File: src/rtl/core/tgc_pkg.sv
`default_nettype none
// ============================================================================
// Touch gesture classifier package
// Shared widths, codes and transaction types for the gesture classifier core.
// ============================================================================
package tgc_pkg;

    localparam int TIME_BITS  = 32;
    localparam int COORD_BITS = 16;
    localparam int CFG_BITS   = 32;

    // Register indexes on the configuration port.
    localparam logic CFG_MAX_GESTURE_TIME = 1'b0;
    localparam logic CFG_LONG_PRESS_TIME  = 1'b1;

    localparam logic [CFG_BITS-1:0] MAX_GESTURE_TIME_RST = CFG_BITS'(1000);
    localparam logic [CFG_BITS-1:0] LONG_PRESS_TIME_RST  = CFG_BITS'(500);

    // Slot valid bit positions.
    localparam int SV_START   = 0;
    localparam int SV_HOLD    = 1;
    localparam int SV_RELEASE = 2;

    // Trigger flag bit positions.
    localparam int TF_DOWN = 0;
    localparam int TF_MOVE = 1;
    localparam int TF_UP   = 2;

    typedef enum logic [1:0] {
        EV_NONE = 2'd0,
        EV_DOWN = 2'd1,
        EV_MOVE = 2'd2,
        EV_UP   = 2'd3
    } t_event_kind;

    typedef enum logic [1:0] {
        G_NEITHER = 2'd0,
        G_MOVETO  = 2'd1,
        G_CLICK   = 2'd2,
        G_LPUSH   = 2'd3
    } t_gesture;

    typedef struct packed {
        t_event_kind           event_kind;
        logic [COORD_BITS-1:0] pos_x;
        logic [COORD_BITS-1:0] pos_y;
        logic [TIME_BITS-1:0]  stamp;
    } t_in_item;

    typedef struct packed {
        t_gesture              gesture;
        logic                  overflow;
        logic [COORD_BITS-1:0] origin_x;
        logic [COORD_BITS-1:0] origin_y;
        logic [COORD_BITS-1:0] final_x;
        logic [COORD_BITS-1:0] final_y;
        logic [TIME_BITS-1:0]  origin_stamp;
        logic [TIME_BITS-1:0]  final_stamp;
    } t_out_item;

    // Gesture tracking state carried from one event to the next.
    typedef struct packed {
        logic [2:0]            slot_valid;
        logic [COORD_BITS-1:0] start_x;
        logic [COORD_BITS-1:0] start_y;
        logic [COORD_BITS-1:0] hold_x;
        logic [COORD_BITS-1:0] hold_y;
        logic                  hold_is_down;
        logic [COORD_BITS-1:0] rel_x;
        logic [COORD_BITS-1:0] rel_y;
        logic [TIME_BITS-1:0]  start_stamp;
        logic [TIME_BITS-1:0]  hold_stamp;
        logic [TIME_BITS-1:0]  rel_stamp;
        logic [2:0]            trig;
    } t_state;

endpackage
`default_nettype wire

File: src/rtl/core/tgc_step.sv
`default_nettype none
// ============================================================================
// Gesture step logic
// Combinational update of the tracking state and the report for one event.
// ============================================================================
module tgc_step
    import tgc_pkg::*;
(
    input  wire t_state                i_state,
    input  wire t_out_item             i_rpt,
    input  wire t_in_item              i_item,
    input  wire logic [CFG_BITS-1:0]   i_max_time,
    input  wire logic [CFG_BITS-1:0]   i_long_time,
    output t_state                     o_state,
    output t_out_item                  o_rpt
);

    logic [TIME_BITS-1:0] dt;
    logic                 in_window;
    logic                 dn;
    logic                 mv;
    logic                 up;
    logic                 classify;

    assign dt        = i_item.stamp - i_state.start_stamp;
    assign in_window = {{(64-TIME_BITS){1'b0}}, dt} < {32'd0, i_max_time};

    always_comb begin
        o_state = i_state;
        o_rpt   = i_rpt;

        // Slot filling.
        if (!i_state.slot_valid[SV_START]) begin
            if (i_item.event_kind == EV_DOWN) begin
                o_state.start_x               = i_item.pos_x;
                o_state.start_y               = i_item.pos_y;
                o_state.start_stamp           = i_item.stamp;
                o_state.slot_valid[SV_START]  = 1'b1;
            end
        end else if (in_window) begin
            unique case (i_item.event_kind)
                EV_DOWN: begin
                    if (({{(64-TIME_BITS){1'b0}}, dt} >= {32'd0, i_long_time})
                        && (dt != '0)) begin
                        o_state.hold_x               = i_item.pos_x;
                        o_state.hold_y               = i_item.pos_y;
                        o_state.hold_stamp           = i_item.stamp;
                        o_state.hold_is_down         = 1'b1;
                        o_state.slot_valid[SV_HOLD]  = 1'b1;
                    end
                end
                EV_MOVE: begin
                    o_state.hold_x               = i_item.pos_x;
                    o_state.hold_y               = i_item.pos_y;
                    o_state.hold_stamp           = i_item.stamp;
                    o_state.hold_is_down         = 1'b0;
                    o_state.slot_valid[SV_HOLD]  = 1'b1;
                end
                EV_UP: begin
                    o_state.rel_x                   = i_item.pos_x;
                    o_state.rel_y                   = i_item.pos_y;
                    o_state.rel_stamp               = i_item.stamp;
                    o_state.slot_valid[SV_RELEASE]  = 1'b1;
                end
                default: begin
                end
            endcase
        end else begin
            // Window expired: drop the gesture and every trigger.
            o_rpt.gesture      = G_NEITHER;
            o_rpt.overflow     = 1'b0;
            o_state.trig       = '0;
            o_state.slot_valid = '0;
        end

        // Triggers.
        if (o_state.slot_valid[SV_HOLD]) begin
            if (o_state.hold_is_down) begin
                o_state.trig[TF_DOWN] = 1'b1;
            end else begin
                o_state.trig[TF_MOVE] = 1'b1;
            end
        end
        if (o_state.slot_valid[SV_RELEASE]) begin
            o_state.trig[TF_UP] = 1'b1;
        end

        dn       = o_state.trig[TF_DOWN];
        mv       = o_state.trig[TF_MOVE];
        up       = o_state.trig[TF_UP];
        classify = o_state.slot_valid[SV_START]
                 && (o_state.slot_valid[SV_HOLD] || o_state.slot_valid[SV_RELEASE]);

        // Classification.
        if (classify) begin
            priority if (mv && !up) begin
                o_rpt.gesture      = G_MOVETO;
                o_rpt.origin_x     = o_state.start_x;
                o_rpt.origin_y     = o_state.start_y;
                o_rpt.origin_stamp = o_state.start_stamp;
                o_rpt.final_x      = o_state.hold_x;
                o_rpt.final_y      = o_state.hold_y;
                o_rpt.final_stamp  = o_state.hold_stamp;
            end else if (up && !mv && !dn) begin
                o_rpt.gesture        = G_CLICK;
                o_rpt.origin_x       = o_state.start_x;
                o_rpt.origin_y       = o_state.start_y;
                o_rpt.origin_stamp   = o_state.start_stamp;
                o_rpt.final_x        = o_state.rel_x;
                o_rpt.final_y        = o_state.rel_y;
                o_rpt.final_stamp    = o_state.rel_stamp;
                o_state.slot_valid   = '0;
                o_state.trig[TF_UP]  = 1'b0;
            end else if (dn && !up) begin
                o_rpt.gesture      = G_LPUSH;
                o_rpt.origin_x     = o_state.start_x;
                o_rpt.origin_y     = o_state.start_y;
                o_rpt.origin_stamp = o_state.start_stamp;
                o_rpt.final_x      = o_state.hold_x;
                o_rpt.final_y      = o_state.hold_y;
                o_rpt.final_stamp  = o_state.hold_stamp;
            end else begin
            end

            // A release after a move or long push is an overflow. The final
            // stamp comes from the hold slot even when that slot is stale.
            if (up && (mv || dn)) begin
                o_rpt.overflow       = 1'b1;
                o_rpt.gesture        = G_NEITHER;
                o_rpt.origin_x       = o_state.start_x;
                o_rpt.origin_y       = o_state.start_y;
                o_rpt.origin_stamp   = o_state.start_stamp;
                o_rpt.final_x        = o_state.rel_x;
                o_rpt.final_y        = o_state.rel_y;
                o_rpt.final_stamp    = o_state.hold_stamp;
                o_state.slot_valid   = '0;
                o_state.trig[TF_UP]  = 1'b0;
            end
        end else begin
            o_rpt.gesture = G_NEITHER;
        end
    end

endmodule
`default_nettype wire

File: src/rtl/core/touch_gesture_classifier_core.sv
`default_nettype none
// ============================================================================
// Touch gesture classifier core
// Classifies a stream of touch events into click, move-to and long push.
// ============================================================================
// Every input transaction carries one touch event (none, down, move or up,
// with its position and timestamp) and produces exactly one output
// transaction with the current gesture record. The core sustains one event
// per clock while the output side is ready: an event is captured in the
// input register, then the step logic updates the gesture state and writes
// the report register, which drives the output directly. The result is
// presented once it has passed the input register and the report register;
// a stalled output holds it in the input register. A held-off result blocks
// only the input register behind it, so one more event is taken while a
// result waits. The two configuration registers
// (gesture window and long push time) should be written only while no event
// is in flight; they take effect on the next event. The report holds the
// last complete gesture's points and times; the gesture code reads neither
// while no gesture is complete, and the overflow flag is sticky until the
// gesture window expires.
// ============================================================================
module touch_gesture_classifier_core
    import tgc_pkg::*;
(
    input  wire logic                 i_clk,
    input  wire logic                 i_rst_n,

    input  wire logic                 i_cfg_we,
    input  wire logic                 i_cfg_index,
    input  wire logic [CFG_BITS-1:0]  i_cfg_data,

    input  wire logic                 i_in_valid,
    output logic                      o_in_ready,
    input  wire t_in_item             i_in_data,

    output logic                      o_out_valid,
    input  wire logic                 i_out_ready,
    output t_out_item                 o_out_data
);

    logic [CFG_BITS-1:0] r_max_time;
    logic [CFG_BITS-1:0] r_long_time;

    logic      r_in_valid;
    t_in_item  r_in;
    logic      r_out_valid;

    t_state    r_state;
    t_state    n_state;
    t_out_item r_rpt;
    t_out_item n_rpt;

    logic      advance;
    logic      fire;

    // The result stage moves when its register is empty or being drained.
    assign advance    = !r_out_valid || i_out_ready;
    assign fire       = r_in_valid && advance;
    assign o_in_ready = !r_in_valid || advance;

    assign o_out_valid = r_out_valid;
    assign o_out_data  = r_rpt;

    // Configuration registers.
    always_ff @(posedge i_clk) begin
        if (!i_rst_n) begin
            r_max_time  <= MAX_GESTURE_TIME_RST;
            r_long_time <= LONG_PRESS_TIME_RST;
        end else if (i_cfg_we) begin
            unique case (i_cfg_index)
                CFG_MAX_GESTURE_TIME: r_max_time  <= i_cfg_data;
                CFG_LONG_PRESS_TIME:  r_long_time <= i_cfg_data;
                default: begin
                end
            endcase
        end
    end

    // Input register.
    always_ff @(posedge i_clk) begin
        if (!i_rst_n) begin
            r_in_valid <= 1'b0;
        end else if (o_in_ready) begin
            r_in_valid <= i_in_valid;
        end
    end

    always_ff @(posedge i_clk) begin
        if (o_in_ready && i_in_valid) begin
            r_in <= i_in_data;
        end
    end

    // Per-event state update and report.
    tgc_step u_step (
        .i_state     (r_state),
        .i_rpt       (r_rpt),
        .i_item      (r_in),
        .i_max_time  (r_max_time),
        .i_long_time (r_long_time),
        .o_state     (n_state),
        .o_rpt       (n_rpt)
    );

    // Gesture state and report register. The report is visible state, so
    // it resets to a neither record with zero points and times.
    always_ff @(posedge i_clk) begin
        if (!i_rst_n) begin
            r_out_valid <= 1'b0;
            r_state     <= '0;
            r_rpt       <= '0;
        end else begin
            if (advance) begin
                r_out_valid <= r_in_valid;
            end
            if (fire) begin
                r_state <= n_state;
                r_rpt   <= n_rpt;
            end
        end
    end

endmodule
`default_nettype wire

File: config.mk
export PLATFORM = sky130hd
export DESIGN_NAME = touch_gesture_classifier_core
export DESIGN_NICKNAME = d
export VERILOG_FILES = /design/src/rtl/core/tgc_pkg.sv /design/src/rtl/core/tgc_step.sv /design/src/rtl/core/touch_gesture_classifier_core.sv
export SDC_FILE = /design/constraint.sdc
export NUM_CORES = 1
export LEC_CHECK = 0
export BUFFER_PORTS_ARGS = -buffer_cell sky130_fd_sc_hd__buf_2
export CORE_UTILIZATION = 45
export CTS_CLUSTER_SIZE = 10
export DETAILED_ROUTE_END_ITERATION = 10
export GPL_ROUTABILITY_DRIVEN = 0
export PLACE_DENSITY = 0.73
export SLEW_MARGIN = 20
export SYNTH_ARGS = -nofsm -noshare
export SYNTH_HDL_FRONTEND = slang
export SYNTH_SLANG_ARGS = --single-unit
File: constraint.sdc
create_clock -name i_clk -period 17.16 [get_ports i_clk]
set_clock_uncertainty 0.05 [all_clocks]
set_input_delay 0 -clock i_clk [delete_from_list [all_inputs] [get_ports i_clk]]
set_output_delay 0 -clock i_clk [all_outputs]
set_load 0.01 [all_outputs]
# --- After elaboration in Yosys (flattened, before gate mapping) ---
# Cells that the tools add are included.
# Widths: inputs -> output; s select.
word_totals:
  register_bits: 462
  input_bits: 104
  out_inout_bits: 133
  wordCells: 106
op_classes:
  add_sub_neg: 1
  n_lt_le_gt_ge: 2
  n_eq_ne: 5
  muxes: 45
  n_bitwise: 1
  n_reduce_logical: 24
ops:
  columns: ["op", "count"]
  rows:
  - ["$mux 128", 3]
  - ["$mux 32", 6]
  - ["$mux 131", 1]
  - ["$mux 65", 2]
  - ["$mux 129", 1]
  - ["$mux 67", 1]
  - ["$mux 33", 2]
  - ["$pmux 33 s2", 1]
  - ["$mux 64", 1]
  - ["$pmux 32 s2", 1]
  - ["$ge 32x32->1", 1]
  - ["$lt 32x32->1", 1]
  - ["$reduce_bool 32->1", 1]
  - ["$sub 32x32->32", 1]
  - ["$mux 3", 7]
  - ["$mux 2", 7]
  - ["$ne 6x6->1 const B", 2]
  - ["$mux 1", 11]
  - ["$logic_and 1x1->1", 9]
  - ["$reduce_and 3->1", 2]
  - ["$logic_not 1->1", 5]
  - ["$eq 2x2->1 const B", 2]
  - ["$logic_or 1x1->1", 4]
  - ["$reduce_and 2->1", 2]
  - ["4 further kinds", 4]

# --- Longest topological paths before layout ---
logic_depth:
  depth_word: 16
  depth_mapped: 24

# --- Modules after synthesis ---
# Synthesis repeated with hierarchy kept, for this count alone.
hier_totals:
  cells_unflattened: 3057
  hier_area_um2: 26867.0
modules_own_cells:
  columns: ["mod", "instances", "cells_each", "area_per_inst_um2", "seq_area_each_um2"]
  rows:
  - ["touch_gesture_classifier_core", 1, 1787, 17543.1, 9909.5]
  - ["tgc_step", 1, 1270, 9323.9, 0.0]

# --- Worst setup path before layout ---
# OpenSTA, ideal clock, no wires.
synth_path:
  path_kind: "register to register"
  start: "register r_in[0] (netlist bit)"
  end: "register r_rpt (netlist bit o_out_data[33])"
  setup_time_ns: 0.086
  arrival_ns: 5.438
  t_required_ns: 17.024
  setup_slack_ns: 11.586
  stages_incl_launch_ff: 25
  path_buffers: 2
  cell_sequence: "edfxtp_1 inv_1 ha_1 inv_1 fa_1 a21o_1 a221oi_4 o211a_2 o211ai_2 a21oi_1 xnor2_1 ha_1 a21o_1 a21o_1 a211oi_1 o21ai_0 a21o_1 nor4b_1 a22oi_1 a21o_1 o21ai_2 clkbuf_1 clkbuf_1 nor2_1 a211oi_1"
synth_between:
  elab_chain_len: 15
synth_lines:
  columns: ["element", "line", "text"]
  rows:
  - ["start, declared", "touch_gesture_classifier_core.sv:45", "t_in_item r_in;"]
  - ["start signal, assigned", "touch_gesture_classifier_core.sv:90", "r_in <= i_in_data;"]
  - ["$sub 32x32->32 *", "tgc_step.sv:25", "assign dt = i_item.stamp - i_state.start_stamp;"]
  - ["$ge 32x32->1 or $reduce_bool 32->1 (tied branches)", "tgc_step.sv:43, tgc_step.sv:44", null]
  - ["$logic_and 1x1->1", "tgc_step.sv:44", "&& (dt != '0)) begin"]
  - ["$mux 33", "tgc_step.sv:43", "if (({{(64-TIME_BITS){1'b0}}, dt} >= {32'd0, i_long_time})"]
  - ["$pmux 33 s2", "tgc_step.sv:41", "unique case (i_item.event_kind)"]
  - ["$mux 65", "tgc_step.sv:40", "end else if (in_window) begin"]
  - ["$mux 65", "tgc_step.sv:33", "if (!i_state.slot_valid[SV_START]) begin"]
  - ["$mux 1", "tgc_step.sv:78", "if (o_state.hold_is_down) begin"]
  - ["$mux 2", "tgc_step.sv:77", "if (o_state.slot_valid[SV_HOLD]) begin"]
  - ["$logic_not 1->1", "tgc_step.sv:104", "end else if (up && !mv && !dn) begin"]
  - ["$logic_and 1x1->1 (2 in series)", "tgc_step.sv:104", null]
  - ["$mux 128", "tgc_step.sv:104", null]
  - ["$mux 128", "tgc_step.sv:96", "priority if (mv && !up) begin"]
  - ["$mux 131", "tgc_step.sv:127", "if (up && (mv || dn)) begin"]
  - ["end signal, assigned", "touch_gesture_classifier_core.sv:118", "r_rpt <= n_rpt;"]
  - ["end, declared", "touch_gesture_classifier_core.sv:50", "t_out_item r_rpt;"]
# Every way passes the cells marked *; elsewhere a longest branch is shown, timed or not.
# A chain may end at the register's enable or synchronous reset.

# --- Worst setup path after layout ---
layout_path:
  start: "register r_in[0] (netlist bit)"
  end: "register r_rpt (netlist bit o_out_data[97])"
# Same word-level chain as after synthesis.

==> run_results.csv <==
group,metric,value,unit
clocking,clock_sinks,462,
timing,finalCritPeriodShare,46.4,%
job,drv_cap,0,
critical_path,arrival,8.40,ns
clocking,cts_setup_buffers,0,
synth,synth-async-reset-ratio,0,%
synth,yosys-top-cells-area,"dfxtp_1 (37%), nand2_1 (10%), edfxtp_1 (9.3%)",
run_status,violations,"DRC",
pwr,ir_worst_vdd,0.0801,mV
synth,synth_warnings,0,
drt,firstDrtPassIters,11,
clocking,clockRootBuffer,"clkbuf_16",
critical_path,startpoint_type,"register",
clocking,path_clk_slew,0.06,ns
die,io_pins,237,
timing,max_slew.worst_pin.slew,1.11,ns
timing,finalSetupViolCount,0,
timing,fmax,126,MHz
clocking,cts_tree,"built",
cells_and_area,antennaDiodeCount,0,
timing,finalHoldViolCount,0,
die,core-area,46700,um^2
synth,synth_top_cell_by_area,"dfxtp_1",
global_route,grt_usage,26.9,%
pwr,powerDensity,97.5,nW/um^2
critical_path,crit_buf_inv,4,
critical_path,crit_top_cell,"a21o_1",
die,num_rows,79,
synth,syn_inst,2492,
drt,wirelength,66900,um
drt,routedWlPerCell,19.9,um
run_status,status,"finished with violations",
critical_path,crit_path_end_kind,"register",
cells_and_area,regArea,9910,um^2
drt,drc,33,
cells_and_area,nets,2928,
critical_path,critPathSlowestCell,"buf_4",
pwr,p_leak,9.48,nW
placed_design,portBuffers,236,
die,die_x,220,um
drt,drt-initial-drc-count,2197,
die,dieHeight,220,um
cells_and_area,fillers,4181,
global_route,grt-ovfl-total,0,
clocking,insertion_delay,0.61,ns
synth,synth_area_per_cell,8.57,um^2
synth,synth_edf_count,66,
synth,ys.flop_type,"dfxtp_1",
clocking,clock_path_buffers,3,
critical_path,critPathKind,"reg2reg",
placed_design,place_hpwl,42200,um
synth,synth_top_area_share,37.1,%
synth,synth_cell_types,81,
global_route,grt_max_degree,104,
critical_path,slowest_delay,0.84,ns
timing,period_needed,7.96,ns
synth,ys_ff_latch,462,
die,initial_core_util,45.8,%
synth,syn-cell-area,21400,um^2
cells_and_area,multiInputGateArea,10400,um^2
cells_and_area,synthToLayoutAreaGrowth,19.1,%
critical_path,crit_required,17.61,ns
critical_path,path_delay_family,"compound AO/OA/AOI/OAI gates",
critical_path,crit_chain,"inv_1 -> ha_1 -> inv_1 -> fa_1 -> a21o_1 -> a221oi_4 -> o211a_2 -> o211ai_2 -> a21oi_1 -> xnor2_1 -> ha_1 -> a21o_1 -> a21o_1 -> a211oi_1 -> o21ai_0 -> a21o_1 -> nor4b_1 -> a22oi_1 -> a21o_1 -> o21ai_4 -> buf_4 -> buf_4 -> nor2_1 -> a311oi_1",
synth,synth-seq-area-share,46.4,%
cells_and_area,fin_util,54.5,%
global_route,antenna_found_initial,1,
drt,vias,20030,
synth,syn-num-nets,2694,
die,die_area,48400,um^2
critical_path,worst-path-max-fanout,103,
clocking,cts_htree_levels,2,
global_route,grt_pass1_vias,19030,
drt,avgViaCountPerCell,5.95,
timing,final-max-slew-violation-count,0,
timing,rsz0062_at_grt,"no",
drt,ant_nets,0,
clocking,cts_buffers,53,
timing,fin_setup_tns,0,ns
cells_and_area,drive_gt1_share,12.9,%
global_route,grt_pass1_wl,103000,um
hold_path,hp-class,"in2reg",
timing,relSlewSlack,26.2,%
-- layout by cell type, fill, tap and decap left out, types with 10 or more instances in the layout --
cell type	synthesis	routed
edfxtp_1	66	66
a221o_1	32	32
clkbuf_16	0	53
buf_4	1	21
a31oi_1	39	39
o21ai_0	70	70
nor3_1	12	12
nor2_1	143	139
or3_1	11	11
and2_1	11	10
a21oi_1	263	262
nand2_1	572	570
dlygate4sd3_1	0	103
clkbuf_1	149	30
a21boi_0	32	32
a222oi_1	33	33
a21o_1	32	32
a22o_1	96	96
o211ai_1	22	22
a311oi_1	35	35
nand4_1	22	22
ha_1	97	97
dfxtp_1	396	396
a211oi_1	38	38
buf_2	20	236
inv_1	114	113
o21a_1	13	12
-- timing repair --
item,4_1_cts,5_1_grt
hold endpoints to repair,132,0
resized for setup,0,0
hold buffers,103,0
-- registers in the layout (all words and copies together) (netlist names) --
| register | flops |
|---|---|
| r_in | 66 |
| o_out_data | 131 |
| r_max_time | 32 |
| r_long_time | 32 |
| o_out_valid | 1 |
| r_in_valid | 1 |
| r_state | 199 |
-- cells in the mapped netlist (all sizes together), types with 9 or more instances --
cell type / n
o21ai: 75
and2: 11
a21o: 32
and3: 9
edfxtp: 66
nor2: 143
a222oi: 33
nor3: 12
a211oi: 39
nand3: 10
a21boi: 32
clkbuf: 149
or3: 11
nand4: 22
a22o: 96
nand2: 572
dfxtp: 396
a31oi: 39
a21oi: 263
o21a: 13
xor2: 9
o211ai: 23
a311oi: 35
buf: 33
a221o: 32
inv: 114
ha: 97
-- power breakdown --
part	internal (mW)	switching, mW	total, mW
clock	0.592	0.443	1.04
combinational	0.110	0.182	0.292
sequential	1.12	0.0272	1.15
-- layout make-up --
type	instances	share of cell area [%]
Multi-Input combinational cell	1734	40.8
Clock buffer	87	5.87
Timing Repair Buffer	361	9.42
Clock inverter	4	0.285
Inverter	114	1.70
Sequential cell	462	38.9
Tap cell	607	2.99
-- metrics by stage --
step           cell area, um^2  std cells  setup slack (ns)  hold slack [ns]  power (mW)
2_1_floorplan            21400       2492             11.59           0.0489        1.34
3_3_place_gp             22800       3174              9.79            0.126        1.43
3_5_place_dp             22800       3174              9.44            0.128        1.44
4_1_cts                  25400       3368              9.36           0.0109        2.49
5_1_grt                  25400       3369              8.68           0.0279        2.57
6_report                 25400       3369              9.20           0.0494        2.48
-- path summary, 6_finish.rpt --
kind	slack [ns]	end	cells past startpoint	startpoint
setup reg to reg	9.20	o_out_data[97]$_SDFFE_PN0P_	24	r_in[0]$_DFFE_PP_
setup / recovery	9.20	o_out_data[97]$_SDFFE_PN0P_	24	r_in[0]$_DFFE_PP_
hold reg to reg	0.40	r_state[94]$_SDFFE_PN0P_	2	r_state[94]$_SDFFE_PN0P_
hold / removal	0.05	r_in[52]$_DFFE_PP_	2	i_in_data[52]
-- kinds of logic (layout without fill, tap and decap cells) --
group                      count (synthesis)  after routing  share of synthesized area, %
AOI/OAI and AO/OA                        772            772                          25.0
DFF                                      462            462                          46.4
adders and majority gates                 98             98                          5.77
muxes                                      5              5                         0.252
and+or+nand+nor                          842            842                          16.5
buffers and inverters                    296            566                          5.48
xor gates and xnor gates                  17             17                         0.697
-- worst reg2reg max path: cells and delay by family (launching register included) --
family / cells / cell delay, ns
compound gates: 14 / 3.43
xor+xnor: 1 / 0.24
fa+ha+maj: 3 / 0.85
buf+inv: 4 / 1.86
flops: 1 / 0.48
simple gates: 2 / 0.96
-- layer usage --
layer	routed length, um	up-vias	GRT usage (%)
met4	3310	2	14.2
li1	-	9365	-
met5	10	-	0
met3	5760	198	5.45
met1	27500	9462	34.7
met2	30300	1003	42.4
(Power assumes the default switching activity.)
